## config.mk

```make
export PLATFORM = sky130hd
export DESIGN_NAME = integer_to_text_formatter_top_flat
export DESIGN_NICKNAME = d
export VERILOG_FILES = /design/src/rtl/core/itf_pkg.sv /design/src/rtl/core/itf_in_if.sv /design/src/rtl/core/itf_out_if.sv /design/src/rtl/core/integer_to_text_formatter_top.sv /design/src/rtl/core/itf_ctrl.sv /design/src/rtl/core/itf_dp.sv /design/src/flat_wrapper.sv
export SDC_FILE = /design/constraint.sdc
export NUM_CORES = 1
export LEC_CHECK = 0
export ABC_AREA = 1
export BUFFER_PORTS_ARGS = -buffer_cell sky130_fd_sc_hd__buf_2
export CORE_ASPECT_RATIO = 1.4
export CORE_MARGIN = 2
export CORE_UTILIZATION = 42
export CTS_CLUSTER_SIZE = 10
export DETAILED_ROUTE_END_ITERATION = 6
export SYNTH_ARGS = -nofsm -noshare
export SYNTH_HDL_FRONTEND = slang
export SYNTH_SLANG_ARGS = --single-unit
```

## constraint.sdc

```tcl
create_clock -name clk -period 4.9 [get_ports clk]
set_clock_uncertainty 0.15 [all_clocks]
set_input_delay 0 -clock clk [delete_from_list [all_inputs] [get_ports clk]]
set_output_delay 0 -clock clk [all_outputs]
set_load 0.05 [all_outputs]
```

## src/rtl/core/itf_pkg.sv

```systemverilog
// Shared types, constants and helper functions of the integer-to-text formatter.
// Used by the input channel interface, the controller, the datapath and the top level.
package itf_pkg;

  // Default sizes for the top-level parameters.
  localparam int DEF_MAX_CHARS  = 32;
  localparam int DEF_VALUE_BITS = 32;

  // Width of the requested field width on the input channel.
  localparam int FIELD_WIDTH_W = 6;

  // ASCII codes used for padding and sign.
  localparam logic [7:0] CH_MINUS = 8'h2D;
  localparam logic [7:0] CH_ZERO  = 8'h30;
  localparam logic [7:0] CH_SPACE = 8'h20;
  localparam logic [7:0] CH_LOWER_A = 8'h61;
  localparam logic [7:0] CH_UPPER_A = 8'h41;

  // Conversion modes.
  typedef enum logic [1:0] {
    MODE_SDEC = 2'd0,
    MODE_UDEC = 2'd1,
    MODE_LHEX = 2'd2,
    MODE_UHEX = 2'd3
  } mode_t;

  // Controller states.
  typedef enum logic [2:0] {
    ST_IDLE,
    ST_DABBLE,
    ST_DIGITS,
    ST_SIZE,
    ST_EMIT
  } state_t;

  // Commands from the controller to the datapath.
  typedef struct packed {
    logic load;
    logic dabble;
    logic push;
    logic sizing;
    logic emit;
  } itf_cmd_t;

  // Status from the datapath to the controller.
  typedef struct packed {
    logic in_dec;
    logic dabble_last;
    logic digits_last;
    logic emit_last;
    logic out_free;
  } itf_status_t;

  // ASCII character of one digit value, upper or lower case for hex letters.
  function automatic logic [7:0] digit_char(input logic [3:0] d, input logic upper);
    logic [7:0] ch;
    if (d < 4'd10) begin
      ch = CH_ZERO + {4'd0, d};
    end else if (upper) begin
      ch = CH_UPPER_A + {4'd0, d - 4'd10};
    end else begin
      ch = CH_LOWER_A + {4'd0, d - 4'd10};
    end
    return ch;
  endfunction

endpackage

```

## src/rtl/core/itf_in_if.sv

```systemverilog
// Input channel of the formatter: valid/ready handshake with the number and its format.
// Depends on itf_pkg for the mode type and the field width size.
interface itf_in_if #(
  parameter int VALUE_BITS = itf_pkg::DEF_VALUE_BITS
) ();
  logic                                valid;
  logic                                ready;
  logic [VALUE_BITS-1:0]               value;
  itf_pkg::mode_t                      mode;
  logic [itf_pkg::FIELD_WIDTH_W-1:0]   field_width;
  logic                                zero_pad;

  modport source (output valid, value, mode, field_width, zero_pad, input ready);
  modport sink   (input valid, value, mode, field_width, zero_pad, output ready);
endinterface

```

## src/rtl/core/itf_out_if.sv

```systemverilog
// Result channel of the formatter: valid/ready handshake with one character per transfer.
// Stands alone; no package types are needed.
interface itf_out_if ();
  logic       valid;
  logic       ready;
  logic [7:0] character;
  logic       last;

  modport source (output valid, character, last, input ready);
  modport sink   (input valid, character, last, output ready);
endinterface

```

## src/rtl/core/integer_to_text_formatter_top.sv

```systemverilog
// Integer-to-text formatter top level: controller and datapath behind two stream channels.
// An item runs from acceptance through the binary-to-BCD steps (decimal modes only, one per
// value bit, none for hex), the digit pushes onto the digit stack, a sizing step and the
// character emits, which stall while the output is held; then the next item can be accepted.
// Reset (rst_n, synchronous, active low) returns the controller to idle and empties the
// output register; no clearing pass.
module integer_to_text_formatter_top #(
  parameter int MAX_CHARS  = itf_pkg::DEF_MAX_CHARS,
  parameter int VALUE_BITS = itf_pkg::DEF_VALUE_BITS
) (
  input  logic      clk,
  input  logic      rst_n,
  itf_in_if.sink    in_ch,
  itf_out_if.source out_ch
);
  import itf_pkg::*;

  itf_cmd_t    cmd;
  itf_status_t status;
  state_t      fsm_state;

  // Sequencing of one item.
  itf_ctrl u_ctrl (
    .clk       (clk),
    .rst_n     (rst_n),
    .in_valid  (in_ch.valid),
    .in_ready  (in_ch.ready),
    .status    (status),
    .cmd       (cmd),
    .fsm_state (fsm_state)
  );

  // Conversion and character output.
  itf_dp #(
    .MAX_CHARS  (MAX_CHARS),
    .VALUE_BITS (VALUE_BITS)
  ) u_dp (
    .clk            (clk),
    .rst_n          (rst_n),
    .in_value       (in_ch.value),
    .in_mode        (in_ch.mode),
    .in_field_width (in_ch.field_width),
    .in_zero_pad    (in_ch.zero_pad),
    .cmd            (cmd),
    .status         (status),
    .out_ready      (out_ch.ready),
    .out_valid      (out_ch.valid),
    .out_character  (out_ch.character),
    .out_last       (out_ch.last)
  );

  // An accepted item keeps the controller busy in the next cycle.
  a_busy_after_accept: assert property (@(posedge clk) disable iff (!rst_n)
    (in_ch.valid && in_ch.ready) |=> (fsm_state != ST_IDLE))
    else $error("controller idle right after an input transfer");

  // A character that is not the final one waits only while its item is still emitting.
  a_nonlast_while_busy: assert property (@(posedge clk) disable iff (!rst_n)
    (out_ch.valid && !out_ch.last) |-> (fsm_state != ST_IDLE))
    else $error("non-final character pending while the controller is idle");

  // Emitting the final position loads a valid character marked last.
  a_last_marked: assert property (@(posedge clk) disable iff (!rst_n)
    (cmd.emit && status.emit_last) |=> (out_ch.valid && out_ch.last))
    else $error("final character not marked last");

endmodule

```

## src/rtl/core/itf_ctrl.sv

```systemverilog
// Controller state machine of the formatter: sequences load, conversion, sizing and output.
// Depends on itf_pkg for the state, command and status types.
module itf_ctrl (
  input  logic                 clk,
  input  logic                 rst_n,
  input  logic                 in_valid,
  output logic                 in_ready,
  input  itf_pkg::itf_status_t status,
  output itf_pkg::itf_cmd_t    cmd,
  output itf_pkg::state_t      fsm_state
);
  import itf_pkg::*;

  state_t state_r;
  state_t state_nxt;

  // State register.
  always_ff @(posedge clk) begin
    if (!rst_n) begin
      state_r <= ST_IDLE;
    end else begin
      state_r <= state_nxt;
    end
  end

  // Next state.
  always_comb begin
    state_nxt = state_r;
    case (state_r)
      ST_IDLE: begin
        if (in_valid) begin
          state_nxt = status.in_dec ? ST_DABBLE : ST_DIGITS;
        end
      end
      ST_DABBLE: begin
        if (status.dabble_last) begin
          state_nxt = ST_DIGITS;
        end
      end
      ST_DIGITS: begin
        if (status.digits_last) begin
          state_nxt = ST_SIZE;
        end
      end
      ST_SIZE: begin
        state_nxt = ST_EMIT;
      end
      ST_EMIT: begin
        if (status.out_free && status.emit_last) begin
          state_nxt = ST_IDLE;
        end
      end
      default: begin
        state_nxt = ST_IDLE;
      end
    endcase
  end

  // Commands to the datapath.
  always_comb begin
    cmd      = '0;
    in_ready = 1'b0;
    case (state_r)
      ST_IDLE: begin
        in_ready = 1'b1;
        cmd.load = in_valid;
      end
      ST_DABBLE: begin
        cmd.dabble = 1'b1;
      end
      ST_DIGITS: begin
        cmd.push = 1'b1;
      end
      ST_SIZE: begin
        cmd.sizing = 1'b1;
      end
      ST_EMIT: begin
        cmd.emit = status.out_free;
      end
      default: begin
        cmd = '0;
      end
    endcase
  end

  assign fsm_state = state_r;

endmodule

```

## src/rtl/core/itf_dp.sv

```systemverilog
// Datapath of the formatter: BCD converter, digit stack, field sizing and output register.
// Depends on itf_pkg for command/status types, modes, ASCII codes and digit_char.
module itf_dp #(
  parameter int MAX_CHARS  = itf_pkg::DEF_MAX_CHARS,
  parameter int VALUE_BITS = itf_pkg::DEF_VALUE_BITS
) (
  input  logic                              clk,
  input  logic                              rst_n,
  input  logic [VALUE_BITS-1:0]             in_value,
  input  itf_pkg::mode_t                    in_mode,
  input  logic [itf_pkg::FIELD_WIDTH_W-1:0] in_field_width,
  input  logic                              in_zero_pad,
  input  itf_pkg::itf_cmd_t                 cmd,
  output itf_pkg::itf_status_t              status,
  input  logic                              out_ready,
  output logic                              out_valid,
  output logic [7:0]                        out_character,
  output logic                              out_last
);
  import itf_pkg::*;

  localparam int DEC_DIGITS = (VALUE_BITS * 30103) / 100000 + 1;
  localparam int HEX_DIGITS = (VALUE_BITS + 3) / 4;
  localparam int NDIG       = (DEC_DIGITS > HEX_DIGITS) ? DEC_DIGITS : HEX_DIGITS;
  localparam int DW         = 4 * NDIG;
  localparam int SD         = (MAX_CHARS < NDIG) ? MAX_CHARS : NDIG;
  localparam int CW         = $clog2(MAX_CHARS + 1);
  localparam int BW         = $clog2(VALUE_BITS);
  localparam logic [CW-1:0] MAX_C   = CW'(MAX_CHARS);
  localparam logic [BW-1:0] LAST_BIT = BW'(VALUE_BITS - 1);

  // Item attributes.
  logic          neg_r,    neg_nxt;
  logic          zpad_r,   zpad_nxt;
  logic          upper_r,  upper_nxt;
  logic [CW-1:0] width_r,  width_nxt;

  // Conversion state.
  logic [VALUE_BITS-1:0] bin_r,    bin_nxt;
  logic [DW-1:0]         digits_r, digits_nxt;
  logic [BW-1:0]         bitcnt_r, bitcnt_nxt;
  logic [3:0]            stack_r   [SD];
  logic [3:0]            stack_nxt [SD];
  logic [CW-1:0]         cnt_r,    cnt_nxt;

  // Output sequencing.
  logic [CW-1:0] pos_r,      pos_nxt;
  logic [CW-1:0] sign_pos_r, sign_pos_nxt;
  logic          sign_en_r,  sign_en_nxt;

  // Output register.
  logic       out_valid_r, out_valid_nxt;
  logic [7:0] out_char_r,  out_char_nxt;
  logic       out_last_r,  out_last_nxt;

  // Helper values.
  logic [VALUE_BITS-1:0] mag;
  logic                  in_neg;
  logic [DW-1:0]         adj;
  logic [CW-1:0]         wm1, mz, ms, n_chars, sp;
  logic                  out_free;

  assign in_neg   = (in_mode == MODE_SDEC) && in_value[VALUE_BITS-1];
  assign mag      = in_neg ? ('0 - in_value) : in_value;
  assign out_free = !out_valid_r || out_ready;

  // Add-3 correction of every BCD digit before the next shift.
  always_comb begin
    for (int i = 0; i < NDIG; i++) begin
      adj[4*i +: 4] = (digits_r[4*i +: 4] >= 4'd5) ? digits_r[4*i +: 4] + 4'd3
                                                   : digits_r[4*i +: 4];
    end
  end

  // Field sizing: total character count and where the minus sign lands.
  always_comb begin
    wm1 = (width_r == '0) ? '0 : width_r - CW'(1);
    mz  = (cnt_r > wm1) ? cnt_r : wm1;
    ms  = (cnt_r < MAX_C) ? cnt_r + CW'(1) : MAX_C;
    if (neg_r && zpad_r) begin
      n_chars = (mz < MAX_C) ? mz + CW'(1) : MAX_C;
      sp      = mz;
    end else if (neg_r) begin
      n_chars = (ms > width_r) ? ms : width_r;
      sp      = cnt_r;
    end else begin
      n_chars = (cnt_r > width_r) ? cnt_r : width_r;
      sp      = cnt_r;
    end
  end

  // Next values of the datapath registers.
  always_comb begin
    neg_nxt       = neg_r;
    zpad_nxt      = zpad_r;
    upper_nxt     = upper_r;
    width_nxt     = width_r;
    bin_nxt       = bin_r;
    digits_nxt    = digits_r;
    bitcnt_nxt    = bitcnt_r;
    stack_nxt     = stack_r;
    cnt_nxt       = cnt_r;
    pos_nxt       = pos_r;
    sign_pos_nxt  = sign_pos_r;
    sign_en_nxt   = sign_en_r;
    out_char_nxt  = out_char_r;
    out_last_nxt  = out_last_r;
    out_valid_nxt = out_ready ? 1'b0 : out_valid_r;

    if (cmd.load) begin
      // Take the magnitude and the format of a new item.
      neg_nxt    = in_neg;
      zpad_nxt   = in_zero_pad;
      upper_nxt  = (in_mode == MODE_UHEX);
      width_nxt  = (int'(in_field_width) > MAX_CHARS) ? MAX_C : CW'(in_field_width);
      bin_nxt    = mag;
      bitcnt_nxt = '0;
      cnt_nxt    = '0;
      digits_nxt = status.in_dec ? '0 : DW'(mag);
    end else if (cmd.dabble) begin
      // One binary-to-BCD step: shift the next bit in after correction.
      digits_nxt = {adj[DW-2:0], bin_r[VALUE_BITS-1]};
      bin_nxt    = {bin_r[VALUE_BITS-2:0], 1'b0};
      bitcnt_nxt = bitcnt_r + BW'(1);
    end else if (cmd.push) begin
      // Push the least significant digit onto the stack while there is room.
      digits_nxt = digits_r >> 4;
      if (cnt_r < MAX_C) begin
        stack_nxt[0] = digits_r[3:0];
        for (int i = 1; i < SD; i++) begin
          stack_nxt[i] = stack_r[i-1];
        end
        cnt_nxt = cnt_r + CW'(1);
      end
    end else if (cmd.sizing) begin
      pos_nxt      = n_chars - CW'(1);
      sign_pos_nxt = sp;
      sign_en_nxt  = neg_r && (sp < MAX_C);
    end else if (cmd.emit) begin
      // Produce the character at the current position, most significant first.
      if (pos_r < cnt_r) begin
        out_char_nxt = digit_char(stack_r[0], upper_r);
        for (int i = 0; i < SD - 1; i++) begin
          stack_nxt[i] = stack_r[i+1];
        end
      end else if (sign_en_r && (pos_r == sign_pos_r)) begin
        out_char_nxt = CH_MINUS;
      end else begin
        out_char_nxt = zpad_r ? CH_ZERO : CH_SPACE;
      end
      out_last_nxt  = (pos_r == '0);
      out_valid_nxt = 1'b1;
      pos_nxt       = pos_r - CW'(1);
    end
  end

  // Control registers.
  always_ff @(posedge clk) begin
    if (!rst_n) begin
      out_valid_r <= 1'b0;
      cnt_r       <= '0;
    end else begin
      out_valid_r <= out_valid_nxt;
      cnt_r       <= cnt_nxt;
    end
  end

  // Payload registers.
  always_ff @(posedge clk) begin
    neg_r      <= neg_nxt;
    zpad_r     <= zpad_nxt;
    upper_r    <= upper_nxt;
    width_r    <= width_nxt;
    bin_r      <= bin_nxt;
    digits_r   <= digits_nxt;
    bitcnt_r   <= bitcnt_nxt;
    stack_r    <= stack_nxt;
    pos_r      <= pos_nxt;
    sign_pos_r <= sign_pos_nxt;
    sign_en_r  <= sign_en_nxt;
    out_char_r <= out_char_nxt;
    out_last_r <= out_last_nxt;
  end

  // Status to the controller.
  always_comb begin
    status.in_dec      = (in_mode inside {MODE_SDEC, MODE_UDEC});
    status.dabble_last = (bitcnt_r == LAST_BIT);
    status.digits_last = (digits_r[DW-1:4] == '0);
    status.emit_last   = (pos_r == '0);
    status.out_free    = out_free;
  end

  assign out_valid     = out_valid_r;
  assign out_character = out_char_r;
  assign out_last      = out_last_r;

endmodule
```

## src/flat_wrapper.sv

```systemverilog
// flat-port wrapper written by rule: the top's interface ports become plain ports
module integer_to_text_formatter_top_flat import itf_pkg::*;
#(
  parameter int MAX_CHARS  = itf_pkg::DEF_MAX_CHARS,
  parameter int VALUE_BITS = itf_pkg::DEF_VALUE_BITS
)
  (clk, rst_n, in_ch_valid, in_ch_value, in_ch_mode, in_ch_field_width, in_ch_zero_pad, in_ch_ready, out_ch_valid, out_ch_character, out_ch_last, out_ch_ready);
  itf_in_if #(.VALUE_BITS(VALUE_BITS)) in_ch_i ();
  itf_out_if out_ch_i ();
  input  logic clk;
  input  logic rst_n;
  input wire logic [$bits(in_ch_i.valid)-1:0] in_ch_valid;
  input wire logic [$bits(in_ch_i.value)-1:0] in_ch_value;
  input wire logic [$bits(in_ch_i.mode)-1:0] in_ch_mode;
  input wire logic [$bits(in_ch_i.field_width)-1:0] in_ch_field_width;
  input wire logic [$bits(in_ch_i.zero_pad)-1:0] in_ch_zero_pad;
  output wire logic [$bits(in_ch_i.ready)-1:0] in_ch_ready;
  output wire logic [$bits(out_ch_i.valid)-1:0] out_ch_valid;
  output wire logic [$bits(out_ch_i.character)-1:0] out_ch_character;
  output wire logic [$bits(out_ch_i.last)-1:0] out_ch_last;
  input wire logic [$bits(out_ch_i.ready)-1:0] out_ch_ready;
  assign in_ch_i.valid = in_ch_valid;
  assign in_ch_i.value = in_ch_value;
  assign in_ch_i.mode = in_ch_mode;
  assign in_ch_i.field_width = in_ch_field_width;
  assign in_ch_i.zero_pad = in_ch_zero_pad;
  assign in_ch_ready = in_ch_i.ready;
  assign out_ch_valid = out_ch_i.valid;
  assign out_ch_character = out_ch_i.character;
  assign out_ch_last = out_ch_i.last;
  assign out_ch_i.ready = out_ch_ready;
  integer_to_text_formatter_top #(.MAX_CHARS(MAX_CHARS), .VALUE_BITS(VALUE_BITS)) u_core (.clk(clk), .rst_n(rst_n), .in_ch(in_ch_i), .out_ch(out_ch_i));
endmodule
```

==> summary.txt <==
die width -> 135.5 um
met3 WL -> 698 um
port bufs -> 54
r2r setup slk -> 1.15 ns
xor/xnor share of the synthesized area -> 0.02153
Period Utilization, post-route -> 0.7647
MaxCap Viol Count -> 0
CP Capture Type -> register
Post-synth top flop -> edfxtp_1
post-synth top area share -> 0.4193
Root Buffer Master -> clkbuf_16
CTS tree -> yes
r2r worst-path depth -> 25
via count -> 8556
CTS hold repair buffers -> 54
Synth Area per Inst -> 8.412 um^2
synthesized flop and latch total -> 157
Cells after DPL -> 1548
Synth area leader -> edfxtp_1
most common cell after layout, fill and taps aside -> nand2_1
drt total wl -> 25300 um
initial antenna violation count -> 0
cell area after synthesis -> 0.01017 mm^2
post-synthesis compound-gate area fraction -> 0.1487
CP max-delay cell -> edfxtp_1
Post-synth ARST share -> 0
WL/cell -> 15.48 um
status -> finished, final reports clean
critical path arrival -> 3.79 ns
CP max stage delay -> 0.39 ns
Layout Cells excl Fill -> 1634
H-tree depth -> 4
P&R area growth vs syn -> 17.22%
die height -> 188.1 um
Startpoint Class -> register
Clock Sinks -> 157
post-DP HPWL -> 18030 um
largest net degree at the start of global routing -> 56
die area -> 0.02549 mm^2
Synth Warn # -> 0
Min Hold Slack -> 0.07734 ns
cts bufs inserted -> 17
Final setup viols -> 0
overall fraction of global-route tracks in use -> 0.2061
setup TNS -> 0 ns
CP dominant cell by count -> nand2_1
WP data required -> 4.94 ns
Routed met2 length -> 12800 um
Worst-Margin Slew -> 1.179 ns
Net Count, Synth -> 1316
multi-input logic area -> 0.004757 mm^2
Crit Path Class -> reg -> reg
worst min path class -> in -> reg
Vias/cell -> 5.236
hold path startpoint -> in_ch_mode[1]
Antenna Cells -> 0
IO Pins -> 56
register area -> 0.004564 mm^2
Max clock buf depth -> 2
Hold Crit Endpoint -> u_core.u_dp.digits_r[29]
vias in the first global route -> 8368
Final #Nets -> 1418
drc violations -> 0
r2r startpoint -> u_core.u_dp.width_r[0]
Post-Syn Instances -> 1209
Adder-Cell Fraction of Synth Area -> 0.07628
Final Max Slew Viols -> 0
Hold Violations, Final -> 0
critical register-to-register path endpoint -> u_core.u_dp.pos_r[4]
Routed Antenna Nets -> 0
first-pass GRT wire length -> 41630 um
core box area -> 0.02389 mm^2
simple-gate share of the synthesized area -> 0.2194
peak supply drop -> 0.3142 mV
Top Metal Used -> met4
GRT Residual Overflow -> 0
RePlAce Congestion -> 0.8687
share of post-route cells with drive strength above 1 -> 0.1133
most frequent cells in the layout -> nand2_1, inv_1, edfxtp_1
post-synthesis cell type count -> 51
Met1 Wirelength -> 11180 um
Layout fillers -> 2281
CP Max Fanout -> 9
fmax -> 0.2669 GHz
Setup Buffers After CTS -> 0
largest family of logic cells by synthesized area -> simple AND/OR/NAND/NOR gates
leakage dissipation -> 5.145 nW
post-cts resize count -> 0
post-synthesis mux area share -> 0
Starting Density -> 0.4257
starting DRC count in detailed routing -> 646
clock insertion delay at the later pin of the skew report -> 0.44 ns
Slew Limit Headroom -> 0.2130
number of synthesized flops with an enable pin -> 142
TritonRoute pass-1 iters -> 5
hold depth -> 3
unrepaired setup endpoints after global routing -> no
top post-synthesis cells by area -> edfxtp_1, nand2_1, ha_1
Power per Cell Area -> 589.0 mW/mm^2
sequential element share of the synthesized area -> 0.4488
minimum clock period -> 3.747 ns
FP Rows -> 67
Clock Pin Slew Worst Setup and Hold Paths -> 0.07 ns
## state kept, by name, indices dropped and copies added (netlist names), 3 cells and up
register	count
u_core.u_dp.sign_pos_r	6
u_core.u_dp.width_r	6
u_core.u_dp.out_character	7
u_core.u_dp.cnt_r	6
u_core.u_dp.bin_r	32
u_core.u_dp.stack_r	40
u_core.u_dp.bitcnt_r	5
u_core.u_dp.digits_r	40
u_core.u_ctrl.fsm_state	3
u_core.u_dp.pos_r	6
## final cells by class
class                   instances  share of cell area
multi-input cells             827              0.3990
flip-flops and latches        157              0.3829
repair buffers                120             0.07557
inverters                     188             0.05919
clock buffers                  18             0.03684
well taps                     310             0.03254
clock inverters                14             0.01396
## worst max-delay path by stage
| stage | start | to | slack, ns | cells after the start |
|---|---|---|---|---|
| 2_1_floorplan | u_core.u_dp.cnt_r[5] | u_core.u_dp.stack_r[10] | 0.13 | 8 |
| 3_5_place_dp | u_core.u_dp.width_r[0] | u_core.u_dp.pos_r[4] | 1.15 | 25 |
| 4_1_cts | u_core.u_dp.width_r[0] | u_core.u_dp.pos_r[4] | 1.14 | 25 |
| 5_1_grt | u_core.u_dp.width_r[0] | u_core.u_dp.pos_r[4] | 0.78 | 23 |
| 6_report | u_core.u_dp.width_r[0] | u_core.u_dp.pos_r[4] | 1.15 | 25 |
| 3_3_place_gp | u_core.u_dp.width_r[0] | u_core.u_dp.pos_r[4] | 1.24 | 25 |
## worst max-delay path: cells and delay by family, from the launching register on
family | cells | cell delay, ns
simple gates | 18 | 1.69
fa+ha+maj | 4 | 1.00
flops | 1 | 0.39
buf+inv | 3 | 0.25
## power by group
group          internal (mW)  total [mW]  switching, mW
clock network          0.745        1.37          0.627
registers               2.33        2.65          0.313
logic                  0.999        3.00           2.00
## cells in the mapped netlist (4+ instances only)
master and n:
a21boi_0 4, a21oi_1 66, buf_1 4, buf_2 12, clkbuf_1 20, dfxtp_1 15
edfxtp_1 142, ha_1 62, inv_1 182, inv_2 6, nand2_1 217, nand2_2 13
nand3_1 97, nand4_1 12, nor2_1 84, nor2_2 4, nor2_4 5, nor3_1 16
nor4_1 6, o211ai_1 17, o21ai_0 97, o21ai_1 5, o21bai_1 5, o221ai_1 11
o22ai_1 29, o311ai_0 5, o31ai_1 5, or2_2 8, xnor2_1 8, xor2_1 17
## metal layers
metal	track usage	vias to the layer above
li1	-	4363
met3	0.02730	37
met5	0	-
met4	0.07973	0
met2	0.3616	159
met1	0.2554	3997
## stage by stage
step | util | setup slack, ns | instance area (um^2) | power, mW
global route | 0.4990 | 0.7765 | 11920 | 7.585
finish | 0.4990 | 1.153 | 11920 | 7.022
detailed placement | 0.4510 | 1.154 | 10780 | 5.620
floorplan | - | 0.1299 | 10170 | 4.794
CTS | 0.4990 | 1.140 | 11920 | 7.073
global placement | 0.4510 | 1.241 | 10780 | 5.565
## logic make-up after synthesis
| logic type | Yosys count |
|---|---|
| other | 1 |
| DFF | 157 |
| AOI/OAI and AO/OA | 258 |
| xor gates and xnor gates | 25 |
| buffers and inverters | 225 |
| adders and majority gates | 62 |
| and+or+nand+nor | 481 |
Note: power is estimated with default switching activity, not from simulation.
